## config.mk

```make
export PLATFORM = sky130hd
export DESIGN_NAME = fm_operator_with_envelope
export DESIGN_NICKNAME = d
export VERILOG_FILES = /design/src/rtl/fmo_pkg.sv /design/src/rtl/fmo_mul.sv /design/src/rtl/fmo_sine.sv /design/src/rtl/fm_operator_with_envelope.sv
export SDC_FILE = /design/constraint.sdc
export NUM_CORES = 2
export LEC_CHECK = 0
export BUFFER_PORTS_ARGS = -buffer_cell sky130_fd_sc_hd__buf_2
export CAP_MARGIN = 10
export CORE_MARGIN = 3
export CORE_UTILIZATION = 60
export CTS_CLUSTER_SIZE = 14
export DETAILED_ROUTE_END_ITERATION = 7
export GPL_ROUTABILITY_DRIVEN = 0
export PLACE_DENSITY = 0.77
export SYNTH_ARGS = -nofsm -noshare
export SYNTH_HDL_FRONTEND = slang
export SYNTH_SLANG_ARGS = --single-unit
```

## constraint.sdc

```tcl
create_clock -name i_clk -period 15.1 [get_ports i_clk]
set_input_delay 3.02 -clock i_clk [delete_from_list [all_inputs] [get_ports i_clk]]
set_output_delay 3.02 -clock i_clk [all_outputs]
set_load 0.005 [all_outputs]
```

## src/rtl/fmo_pkg.sv

```systemverilog
`timescale 1ns / 1ps
// fmo_pkg: shared types, codes, constants and the quarter-wave sine table of the fm operator
package fmo_pkg;

    // phase and sine table geometry
    localparam int PHASE_BITS      = 24;
    localparam int SINE_TABLE_BITS = 10;
    localparam int QTR_BITS        = SINE_TABLE_BITS - 2;
    localparam int QTR_SIZE        = 1 << QTR_BITS;
    localparam int X_SHIFT         = 30 - QTR_BITS;

    // fixed field widths
    localparam int PINC_W    = 24;
    localparam int PMOD_W    = 24;
    localparam int COEFF_W   = 16;
    localparam int VEL_W     = 16;
    localparam int ENV_W     = 17;
    localparam int SAMPLE_W  = 16;
    localparam int SINE_MAG_W = 15;
    localparam int CFG_IDX_W = 3;
    localparam int CFG_DATA_W = 24;
    localparam int OP_W      = 2;

    // shared multiplier widths
    localparam int MUL_A_W = 32;
    localparam int MUL_B_W = 16;
    localparam int MUL_P_W = MUL_A_W + MUL_B_W;

    // envelope constants, Q1.16
    localparam logic [ENV_W-1:0] FULL_SCALE  = 17'd65536;
    localparam logic [ENV_W-1:0] ATTACK_DONE = 17'd65471;
    localparam logic [ENV_W-1:0] NEAR_LIMIT  = 17'd65;

    // largest output magnitude
    localparam logic [SAMPLE_W-1:0] MAG_MAX = 16'd32767;

    // operation codes
    localparam logic [OP_W-1:0] OP_TICK     = 2'd0;
    localparam logic [OP_W-1:0] OP_NOTE_ON  = 2'd1;
    localparam logic [OP_W-1:0] OP_NOTE_OFF = 2'd2;

    // register indexes
    localparam logic [CFG_IDX_W-1:0] REG_PHASE_INC = 3'd0;
    localparam logic [CFG_IDX_W-1:0] REG_ATTACK    = 3'd1;
    localparam logic [CFG_IDX_W-1:0] REG_DECAY     = 3'd2;
    localparam logic [CFG_IDX_W-1:0] REG_RELEASE   = 3'd3;
    localparam logic [CFG_IDX_W-1:0] REG_SUSTAIN   = 3'd4;
    localparam logic [CFG_IDX_W-1:0] REG_OUT_LEVEL = 3'd5;

    // sin(pi/2 * x) series coefficients, Q30
    localparam logic [63:0] SK1 = 64'd1686629713;
    localparam logic [63:0] SK3 = 64'd693598669;
    localparam logic [63:0] SK5 = 64'd85569306;
    localparam logic [63:0] SK7 = 64'd5026995;
    localparam logic [63:0] SK9 = 64'd172272;

    typedef enum logic [2:0] {
        ST_IDLE    = 3'd0,
        ST_ATTACK  = 3'd1,
        ST_DECAY   = 3'd2,
        ST_SUSTAIN = 3'd3,
        ST_RELEASE = 3'd4
    } t_env_stage;

    typedef enum logic [2:0] {
        S_IDLE,
        S_ENV,
        S_ENVU,
        S_M1,
        S_M2,
        S_M3L,
        S_M3H,
        S_SUM
    } t_state;

    typedef struct packed {
        logic                  neg;
        logic [SINE_MAG_W-1:0] mag;
    } t_sine;

    typedef logic [SINE_MAG_W-1:0] t_sine_tab [QTR_SIZE];

    // sin(pi/2 * x), x and result in Q30
    function automatic logic [63:0] quarter_sine(input logic [63:0] x);
        logic [63:0] x2;
        logic [63:0] p;
        x2 = (x * x) >> 30;
        p  = SK9;
        p  = SK7 - ((x2 * p) >> 30);
        p  = SK5 - ((x2 * p) >> 30);
        p  = SK3 - ((x2 * p) >> 30);
        p  = SK1 - ((x2 * p) >> 30);
        return (x * p) >> 30;
    endfunction

    // Q30 argument to rounded and limited Q15 magnitude
    function automatic logic [SINE_MAG_W-1:0] sine_entry(input logic [63:0] x);
        logic [63:0] r;
        r = (quarter_sine(x) + 64'd16384) >> 15;
        if (r > 64'd32767) begin
            r = 64'd32767;
        end
        return r[SINE_MAG_W-1:0];
    endfunction

    function automatic t_sine_tab build_sine_tab();
        t_sine_tab tab;
        for (int i = 0; i < QTR_SIZE; i++) begin
            tab[i] = sine_entry(64'(i) << X_SHIFT);
        end
        return tab;
    endfunction

    localparam t_sine_tab SINE_TAB = build_sine_tab();
    localparam logic [SINE_MAG_W-1:0] SINE_PEAK = sine_entry(64'd1 << 30);

endpackage

```

## src/rtl/fmo_mul.sv

```systemverilog
`timescale 1ns / 1ps
// fmo_mul: shared 32 by 16 unsigned multiplier with registered product
module fmo_mul
    import fmo_pkg::*;
(
    input  logic               i_clk,
    input  logic [MUL_A_W-1:0] i_a,
    input  logic [MUL_B_W-1:0] i_b,
    output logic [MUL_P_W-1:0] o_p
);

    logic [MUL_P_W-1:0] r_prod;

    // one product per cycle, available the cycle after issue
    always_ff @(posedge i_clk) begin
        r_prod <= MUL_P_W'(i_a) * MUL_P_W'(i_b);
    end

    assign o_p = r_prod;

endmodule

```

## src/rtl/fmo_sine.sv

```systemverilog
`timescale 1ns / 1ps
// fmo_sine: registered quarter-wave sine lookup with quadrant folding
module fmo_sine
    import fmo_pkg::*;
(
    input  logic                  i_clk,
    input  logic [PHASE_BITS-1:0] i_phase,
    output t_sine                 o_sine
);

    logic [SINE_TABLE_BITS-1:0] idx;
    logic [1:0]                 quad;
    logic [QTR_BITS-1:0]        f;
    logic [QTR_BITS-1:0]        f_rev;
    t_sine                      n_sine;
    t_sine                      r_sine;

    // top bits of the phase pick quadrant and table offset
    assign idx   = i_phase[PHASE_BITS-1 -: SINE_TABLE_BITS];
    assign quad  = idx[SINE_TABLE_BITS-1 -: 2];
    assign f     = idx[QTR_BITS-1:0];
    assign f_rev = ~f + QTR_BITS'(1);

    // falling quadrants read the table backward, the very top is the peak
    always_comb begin
        n_sine.neg = quad[1];
        if (quad[0]) begin
            if (f == '0) begin
                n_sine.mag = SINE_PEAK;
            end else begin
                n_sine.mag = SINE_TAB[f_rev];
            end
        end else begin
            n_sine.mag = SINE_TAB[f];
        end
    end

    always_ff @(posedge i_clk) begin
        r_sine <= n_sine;
    end

    assign o_sine = r_sine;

endmodule

```

## src/rtl/fm_operator_with_envelope.sv

```systemverilog
`timescale 1ns / 1ps
// fm_operator_with_envelope: top level of one fm operator with adsr envelope
// One FM operator: note-on and note-off beats and idle ticks (envelope at rest)
// are done as they are taken; a tick while a note sounds passes through the states
// S_ENV, S_ENVU, S_M1, S_M2, S_M3L, S_M3H and S_SUM to the output register, since
// the one 32x16 multiplier is used five times in turn (envelope step, sine times
// envelope, times output level, and the two halves of the velocity product), so no
// beat is taken until such a tick is done. The input is stalled while a tick is
// being worked on and while a finished sample waits in the output register and the
// output side stalls; a waiting sample keeps every kind of beat out until it is taken.
module fm_operator_with_envelope
    import fmo_pkg::*;
(
    input  logic                         i_clk,
    input  logic                         i_rst_n,
    // input channel
    input  logic                         i_in_valid,
    output logic                         o_in_stall,
    input  logic [OP_W-1:0]              i_op,
    input  logic [VEL_W-1:0]             i_velocity,
    input  logic signed [PMOD_W-1:0]     i_phase_mod,
    // output channel
    output logic                         o_out_valid,
    input  logic                         i_out_stall,
    output logic signed [SAMPLE_W-1:0]   o_sample,
    // configuration
    input  logic                         i_cfg_we,
    input  logic [CFG_IDX_W-1:0]         i_cfg_idx,
    input  logic [CFG_DATA_W-1:0]        i_cfg_data
);

    // configuration registers
    logic [PINC_W-1:0]   r_phase_inc;
    logic [COEFF_W-1:0]  r_attack;
    logic [COEFF_W-1:0]  r_decay;
    logic [COEFF_W-1:0]  r_release;
    logic [ENV_W-1:0]    r_sustain;
    logic [COEFF_W-1:0]  r_out_level;

    // operator state
    t_state              r_state;
    t_state              n_state;
    t_env_stage          r_stage;
    t_env_stage          n_stage;
    logic [ENV_W-1:0]    r_env;
    logic [ENV_W-1:0]    n_env;
    logic [PHASE_BITS-1:0] r_phase_acc;
    logic [VEL_W-1:0]    r_velocity;

    // working registers
    logic [PMOD_W-1:0]   r_mod;
    logic [VEL_W-1:0]    r_hi;
    logic [MUL_P_W-1:0]  r_acc;
    logic                r_out_valid;
    logic [SAMPLE_W-1:0] r_sample;

    // datapath
    logic                in_acc;
    logic                out_free;
    logic [32:0]         mod_ext;
    logic [32:0]         inc_ext;
    logic [PHASE_BITS-1:0] phase_sum;
    t_sine               sine;
    logic [MUL_A_W-1:0]  mul_a;
    logic [MUL_B_W-1:0]  mul_b;
    logic [MUL_P_W-1:0]  prod;
    logic [ENV_W-1:0]    sus;
    logic [ENV_W-1:0]    tgt;
    logic                up;
    logic [ENV_W-1:0]    diff;
    logic [COEFF_W-1:0]  coeff;
    logic [ENV_W-1:0]    step;
    logic [ENV_W-1:0]    env_new;
    logic [ENV_W-1:0]    dec_dist;
    logic [63:0]         total;
    logic [SAMPLE_W-1:0] mag;
    logic [SAMPLE_W-1:0] mag_sat;
    logic [SAMPLE_W-1:0] n_sample;

    // handshake
    assign out_free    = !r_out_valid || !i_out_stall;
    assign o_in_stall  = !((r_state == S_IDLE) && out_free);
    assign in_acc      = i_in_valid && !o_in_stall;
    assign o_out_valid = r_out_valid;
    assign o_sample    = r_sample;

    // phase with modulation, wrapped to one turn
    assign mod_ext   = {{(33 - PMOD_W){r_mod[PMOD_W-1]}}, r_mod};
    assign inc_ext   = {{(33 - PINC_W){1'b0}}, r_phase_inc};
    assign phase_sum = r_phase_acc + mod_ext[PHASE_BITS-1:0];

    fmo_sine u_sine (
        .i_clk   (i_clk),
        .i_phase (phase_sum),
        .o_sine  (sine)
    );

    // envelope target and distance for the current stage
    assign sus = (r_sustain > FULL_SCALE) ? FULL_SCALE : r_sustain;

    always_comb begin
        case (r_stage)
            ST_ATTACK: begin
                tgt   = FULL_SCALE;
                coeff = r_attack;
            end
            ST_DECAY: begin
                tgt   = sus;
                coeff = r_decay;
            end
            ST_RELEASE: begin
                tgt   = '0;
                coeff = r_release;
            end
            default: begin
                tgt   = sus;
                coeff = '0;
            end
        endcase
    end

    assign up   = tgt >= r_env;
    assign diff = up ? (tgt - r_env) : (r_env - tgt);
    assign step = prod[COEFF_W +: ENV_W];
    assign env_new  = up ? (r_env + step) : (r_env - step);
    assign dec_dist = (env_new >= sus) ? (env_new - sus) : (sus - env_new);

    // envelope step result and stage change
    always_comb begin
        n_env   = env_new;
        n_stage = r_stage;
        case (r_stage)
            ST_ATTACK: begin
                if (env_new >= ATTACK_DONE) begin
                    n_env   = FULL_SCALE;
                    n_stage = ST_DECAY;
                end
            end
            ST_DECAY: begin
                if (dec_dist <= NEAR_LIMIT) begin
                    n_env   = sus;
                    n_stage = ST_SUSTAIN;
                end
            end
            ST_SUSTAIN: begin
                n_env = sus;
            end
            ST_RELEASE: begin
                if (env_new <= NEAR_LIMIT) begin
                    n_env   = '0;
                    n_stage = ST_IDLE;
                end
            end
            default: begin
                n_env   = '0;
                n_stage = ST_IDLE;
            end
        endcase
    end

    // operand select for the shared multiplier
    always_comb begin
        case (r_state)
            S_ENV: begin
                mul_a = MUL_A_W'(diff);
                mul_b = coeff;
            end
            S_M1: begin
                mul_a = MUL_A_W'(r_env);
                mul_b = MUL_B_W'(sine.mag);
            end
            S_M2: begin
                mul_a = prod[MUL_A_W-1:0];
                mul_b = r_out_level;
            end
            S_M3L: begin
                mul_a = prod[MUL_A_W-1:0];
                mul_b = r_velocity;
            end
            S_M3H: begin
                mul_a = MUL_A_W'(r_hi);
                mul_b = r_velocity;
            end
            default: begin
                mul_a = '0;
                mul_b = '0;
            end
        endcase
    end

    fmo_mul u_mul (
        .i_clk (i_clk),
        .i_a   (mul_a),
        .i_b   (mul_b),
        .o_p   (prod)
    );

    // combine the velocity halves, keep the top 16 bits, saturate and sign
    assign total    = {prod[31:0], 32'd0} + {16'd0, r_acc};
    assign mag      = total[63:48];
    assign mag_sat  = (mag > MAG_MAX) ? MAG_MAX : mag;
    assign n_sample = sine.neg ? (SAMPLE_W'(0) - mag_sat) : mag_sat;

    // sequencer next state
    always_comb begin
        n_state = r_state;
        case (r_state)
            S_IDLE: begin
                if (in_acc && (i_op == OP_TICK) && (r_stage != ST_IDLE)) begin
                    n_state = S_ENV;
                end
            end
            S_ENV:  n_state = S_ENVU;
            S_ENVU: n_state = S_M1;
            S_M1:   n_state = S_M2;
            S_M2:   n_state = S_M3L;
            S_M3L:  n_state = S_M3H;
            S_M3H:  n_state = S_SUM;
            S_SUM: begin
                if (out_free) begin
                    n_state = S_IDLE;
                end
            end
            default: n_state = S_IDLE;
        endcase
    end

    always_ff @(posedge i_clk) begin
        if (!i_rst_n) begin
            r_state <= S_IDLE;
        end else begin
            r_state <= n_state;
        end
    end

    // configuration writes
    always_ff @(posedge i_clk) begin
        if (!i_rst_n) begin
            r_phase_inc <= '0;
            r_attack    <= '0;
            r_decay     <= '0;
            r_release   <= '0;
            r_sustain   <= '0;
            r_out_level <= '0;
        end else if (i_cfg_we) begin
            case (i_cfg_idx)
                REG_PHASE_INC: r_phase_inc <= PINC_W'(i_cfg_data);
                REG_ATTACK:    r_attack    <= i_cfg_data[COEFF_W-1:0];
                REG_DECAY:     r_decay     <= i_cfg_data[COEFF_W-1:0];
                REG_RELEASE:   r_release   <= i_cfg_data[COEFF_W-1:0];
                REG_SUSTAIN:   r_sustain   <= i_cfg_data[ENV_W-1:0];
                REG_OUT_LEVEL: r_out_level <= i_cfg_data[COEFF_W-1:0];
                default: ;
            endcase
        end
    end

    // operator state and output register
    always_ff @(posedge i_clk) begin
        if (!i_rst_n) begin
            r_stage     <= ST_IDLE;
            r_env       <= '0;
            r_phase_acc <= '0;
            r_velocity  <= '0;
            r_out_valid <= 1'b0;
        end else begin
            if (r_out_valid && !i_out_stall) begin
                r_out_valid <= 1'b0;
            end
            case (r_state)
                S_IDLE: begin
                    if (in_acc) begin
                        case (i_op)
                            OP_NOTE_ON: begin
                                r_velocity  <= i_velocity;
                                r_stage     <= ST_ATTACK;
                                r_env       <= '0;
                                r_phase_acc <= '0;
                            end
                            OP_NOTE_OFF: begin
                                if (r_stage != ST_IDLE) begin
                                    r_stage <= ST_RELEASE;
                                end
                            end
                            OP_TICK: begin
                                if (r_stage == ST_IDLE) begin
                                    r_env       <= '0;
                                    r_out_valid <= 1'b1;
                                end
                            end
                            default: ;
                        endcase
                    end
                end
                S_ENVU: begin
                    r_env   <= n_env;
                    r_stage <= n_stage;
                end
                S_SUM: begin
                    if (out_free) begin
                        r_out_valid <= 1'b1;
                        r_phase_acc <= r_phase_acc + inc_ext[PHASE_BITS-1:0];
                    end
                end
                default: ;
            endcase
        end
    end

    // payload registers
    always_ff @(posedge i_clk) begin
        if ((r_state == S_IDLE) && in_acc) begin
            r_mod <= i_phase_mod;
            if (i_op == OP_TICK) begin
                r_sample <= '0;
            end
        end
        if (r_state == S_M3L) begin
            r_hi <= prod[MUL_P_W-1 -: VEL_W];
        end
        if (r_state == S_M3H) begin
            r_acc <= prod;
        end
        if ((r_state == S_SUM) && out_free) begin
            r_sample <= n_sample;
        end
    end

    // checks
    a_busy_stalls: assert property (@(posedge i_clk) disable iff (!i_rst_n)
        (r_state != S_IDLE) |-> o_in_stall)
        else $error("input accepted while a tick is in progress");

    a_env_range: assert property (@(posedge i_clk) disable iff (!i_rst_n)
        r_env <= FULL_SCALE)
        else $error("envelope above full scale");

    a_idle_silent: assert property (@(posedge i_clk) disable iff (!i_rst_n)
        (r_stage == ST_IDLE) |-> (r_env == '0))
        else $error("idle stage with nonzero envelope");

    a_sum_delivers: assert property (@(posedge i_clk) disable iff (!i_rst_n)
        ((r_state == S_SUM) && out_free) |=> (o_out_valid && (r_state == S_IDLE)))
        else $error("finished tick did not reach the output register");

endmodule
```

==> impl_metrics.tcl <==
set metrics [dict create \
    status "finished with violations" \
    violations "DRC" \
    core_area_sq_um 70800 \
    grt_util_all_layers_pct 39.2 \
    yosys_register_bits 305 \
    htreeDepth 2 \
    cts.reportedPaths.clkPinSlew_ps 60 \
    avgSynthCellArea_sq_um 7.68 \
    leakage_nw 19.3 \
    dp_worst_setup_slack_ps 2730 \
    cts_setup_buffers 0 \
    synth.top_cells.by_count "nand2_1 (925), inv_1 (595), fa_1 (425), a21oi_1 (423), nor2_1 (413)" \
    power_switching_w 0.000948 \
    cts.sinks 305 \
    fin_nets 6266 \
    synth_edf_count 72 \
    dr_total_vias 43300 \
    r2r_slack_ps 2460 \
    worst_slack_ps 2460 \
    combPwrFrac_pct 31.7 \
    fillers 6252 \
    switching_share_pct 37.0 \
    route.antenna.remaining_nets 0 \
    synth_cells 5643 \
    start_kind "flop" \
    critPathMaxStageDelay_ps 890 \
    yosys_warnings 0 \
    maxCapViolCount 0 \
    critPathKind "reg -> reg" \
    hold-worst-slack_ps 432 \
    p_seq_share_pct 34.2 \
    grt_use_met2_pct 60.0 \
    worst_clock_skew_ps 24.7 \
    synth_area_leaders "fa_1 (20%), dfxtp_1 (11%), ha_1 (8.7%)" \
    finalSetupViolCount 0 \
    holdBufCountCts 0 \
    intPower_w 0.00161 \
    period_needed_ps 12640 \
    power_density_nw_per_um2 56.2 \
    synth-seq-area-share_pct 15.8 \
    row_count 97 \
    max_freq_ghz 0.0791 \
    route.detailed.drc 75 \
    maxSlewHeadroom_pct 15.0 \
    via_per_inst 6.72 \
    dieArea_sq_um 75400 \
    rsz0062_at_grt "no" \
    crit_top_cell "fa_1" \
    grt_pass1_wl_um 232000 \
    required_ps 15550 \
    synth_nets 6444 \
    yosys.area.top_type "fa_1" \
    port_buffers 91 \
    busiest_layer "met2" \
    clk_path_buf_depth 3 \
    io-pin-count 92 \
    drv_slew 0 \
    cp_slowest_cell "dfxtp_1" \
    hold_path.class "reg -> reg" \
    wire_per_inst_um 23.2 \
    grt-ovfl-total 0 \
    dieWidth_um 275 \
    synth-async-reset-ratio_pct 0 \
    synth_most_common_cell "nand2_1" \
    firstDrtPassIters 8 \
    hpwlAfterDp_um 108000 \
    crit_fanout 35 \
    first_global_vias 41800 \
    hold_violations 0 \
    met1_usage_pct 48.2 \
    finalWirelength_um 149000 \
    synth_cell_types 97 \
    grt_max_degree 90 \
    crit_arrival_ps 13090 \
    power_frac_clock_pct 34.0 \
    tns_ps 0 \
    syn_to_final_growth_pct 5.03 \
    initial_core_util_pct 61.2 \
    cts-buffers-inserted 35 \
    use_met3_pct 12.0 \
    drt_iter0_drc 6125 \
    post-route-period-util_pct 83.7 \
    insertion_delay_ps 580 \
    ys_dominant_reg_cell "dfxtp_1" \
    peakVddDrop_uv 84.9 \
    final_layout_size_suffix_gt1_share_pct 6.30 \
    cts_tree "built" \
    cts-root-buf "clkbuf_16" \
    cts-resized-gates 0 \
    tightest_slew_ps 1270 \
    yosys.area.top_type_share_pct 19.6 \
    die_y_um 275 \
    synth_area_sq_um 43300 \
    antenna_found_initial 5 \
    worstSetupEndpointType "flop" \
]
power by group through the flow:
stage / Sequential, W / Combinational, W / Clock [W]
2_1_floorplan: 0.000883 / 0.000548 / 0
3_3_place_gp: 0.000892 / 0.000754 / 0
3_5_place_dp: 0.000893 / 0.000759 / 0
4_1_cts: 0.000875 / 0.000762 / 0.000875
5_1_grt: 0.000877 / 0.000855 / 0.000907
6_report: 0.000876 / 0.000812 / 0.000870
stage by stage:
stage | area [sq um] | instances | util [%] | power, W
2_1_floorplan | 43300 | 5643 | - | 0.00143
3_3_place_gp | 44300 | 6368 | 62.6 | 0.00165
3_5_place_dp | 44300 | 6368 | 62.6 | 0.00165
4_1_cts | 45500 | 6432 | 64.3 | 0.00251
5_1_grt | 45500 | 6432 | 64.3 | 0.00264
6_report | 45500 | 6440 | 64.3 | 0.00256
layout by cell type (no fill, tap or decap), drive strengths merged, types with 44 or more instances in the layout:
cell	instances
nand2	925
a21o	95
nor3	112
xnor2	112
nand3	119
nor2	413
buf	196
o221ai	45
o211ai	90
inv	603
a31oi	61
a21oi	423
ha	302
fa	425
o21ai	257
clkbuf	51
dfxtp	233
edfxtp	72
xor2	44
a211oi	90
and2	90
flip-flops by register name, summed over array words and instances, names as in the netlist, 17 cells and up:
register and flops:
u_mul.o_p 48, r_mod 24, r_phase_acc 24, r_phase_inc 24
r_env 17, r_sustain 17
layout make-up:
| type | count | area, sq um | area share [%] |
|---|---|---|---|
| well taps | 940 | 1180 | 2.59 |
| clock inverters | 13 | 155 | 0.341 |
| clock buffers | 51 | 996 | 2.19 |
| inverters | 600 | 2250 | 4.96 |
| flip-flops and latches | 305 | 6830 | 15.0 |
| multi-input cells | 4327 | 32800 | 72.1 |
| repair buffers | 196 | 1240 | 2.73 |
| diodes | 8 | 20.0 | 0.0440 |
worst max-delay path: cells and delay by family (launching register included):
family	cells	cell delay, ps
compound gates	19	4720
xor+xnor	3	640
fa+ha+maj	8	3690
buf+inv	6	860
flops	1	890
mux	1	220
simple gates	5	1490
cell families after synthesis:
family          synth area share, %
flops                          15.8
compound gates                 23.3
buf+inv                        8.94
xor+xnor                       3.17
mux                            1.40
fa+ha+maj                      28.4
simple gates                   19.0
final timing paths:
check	startpoint	end	cells past startpoint
worst max-delay path	r_stage[0]	u_mul.o_p[46]	42
worst min register to register	u_mul.o_p[46]	r_hi[14]	0
worst max register to register	r_stage[0]	u_mul.o_p[46]	42
worst min-delay path	u_mul.o_p[46]	r_hi[14]	0
routing by layer:
layer  vias up  part of all wire (%)
met1     20300                    36
met5         -                 0.021
met3       853                    13
met4         2                   7.9
met2      3025                    43
li1      19100                     -
Power figures use the tool's default switching activity.
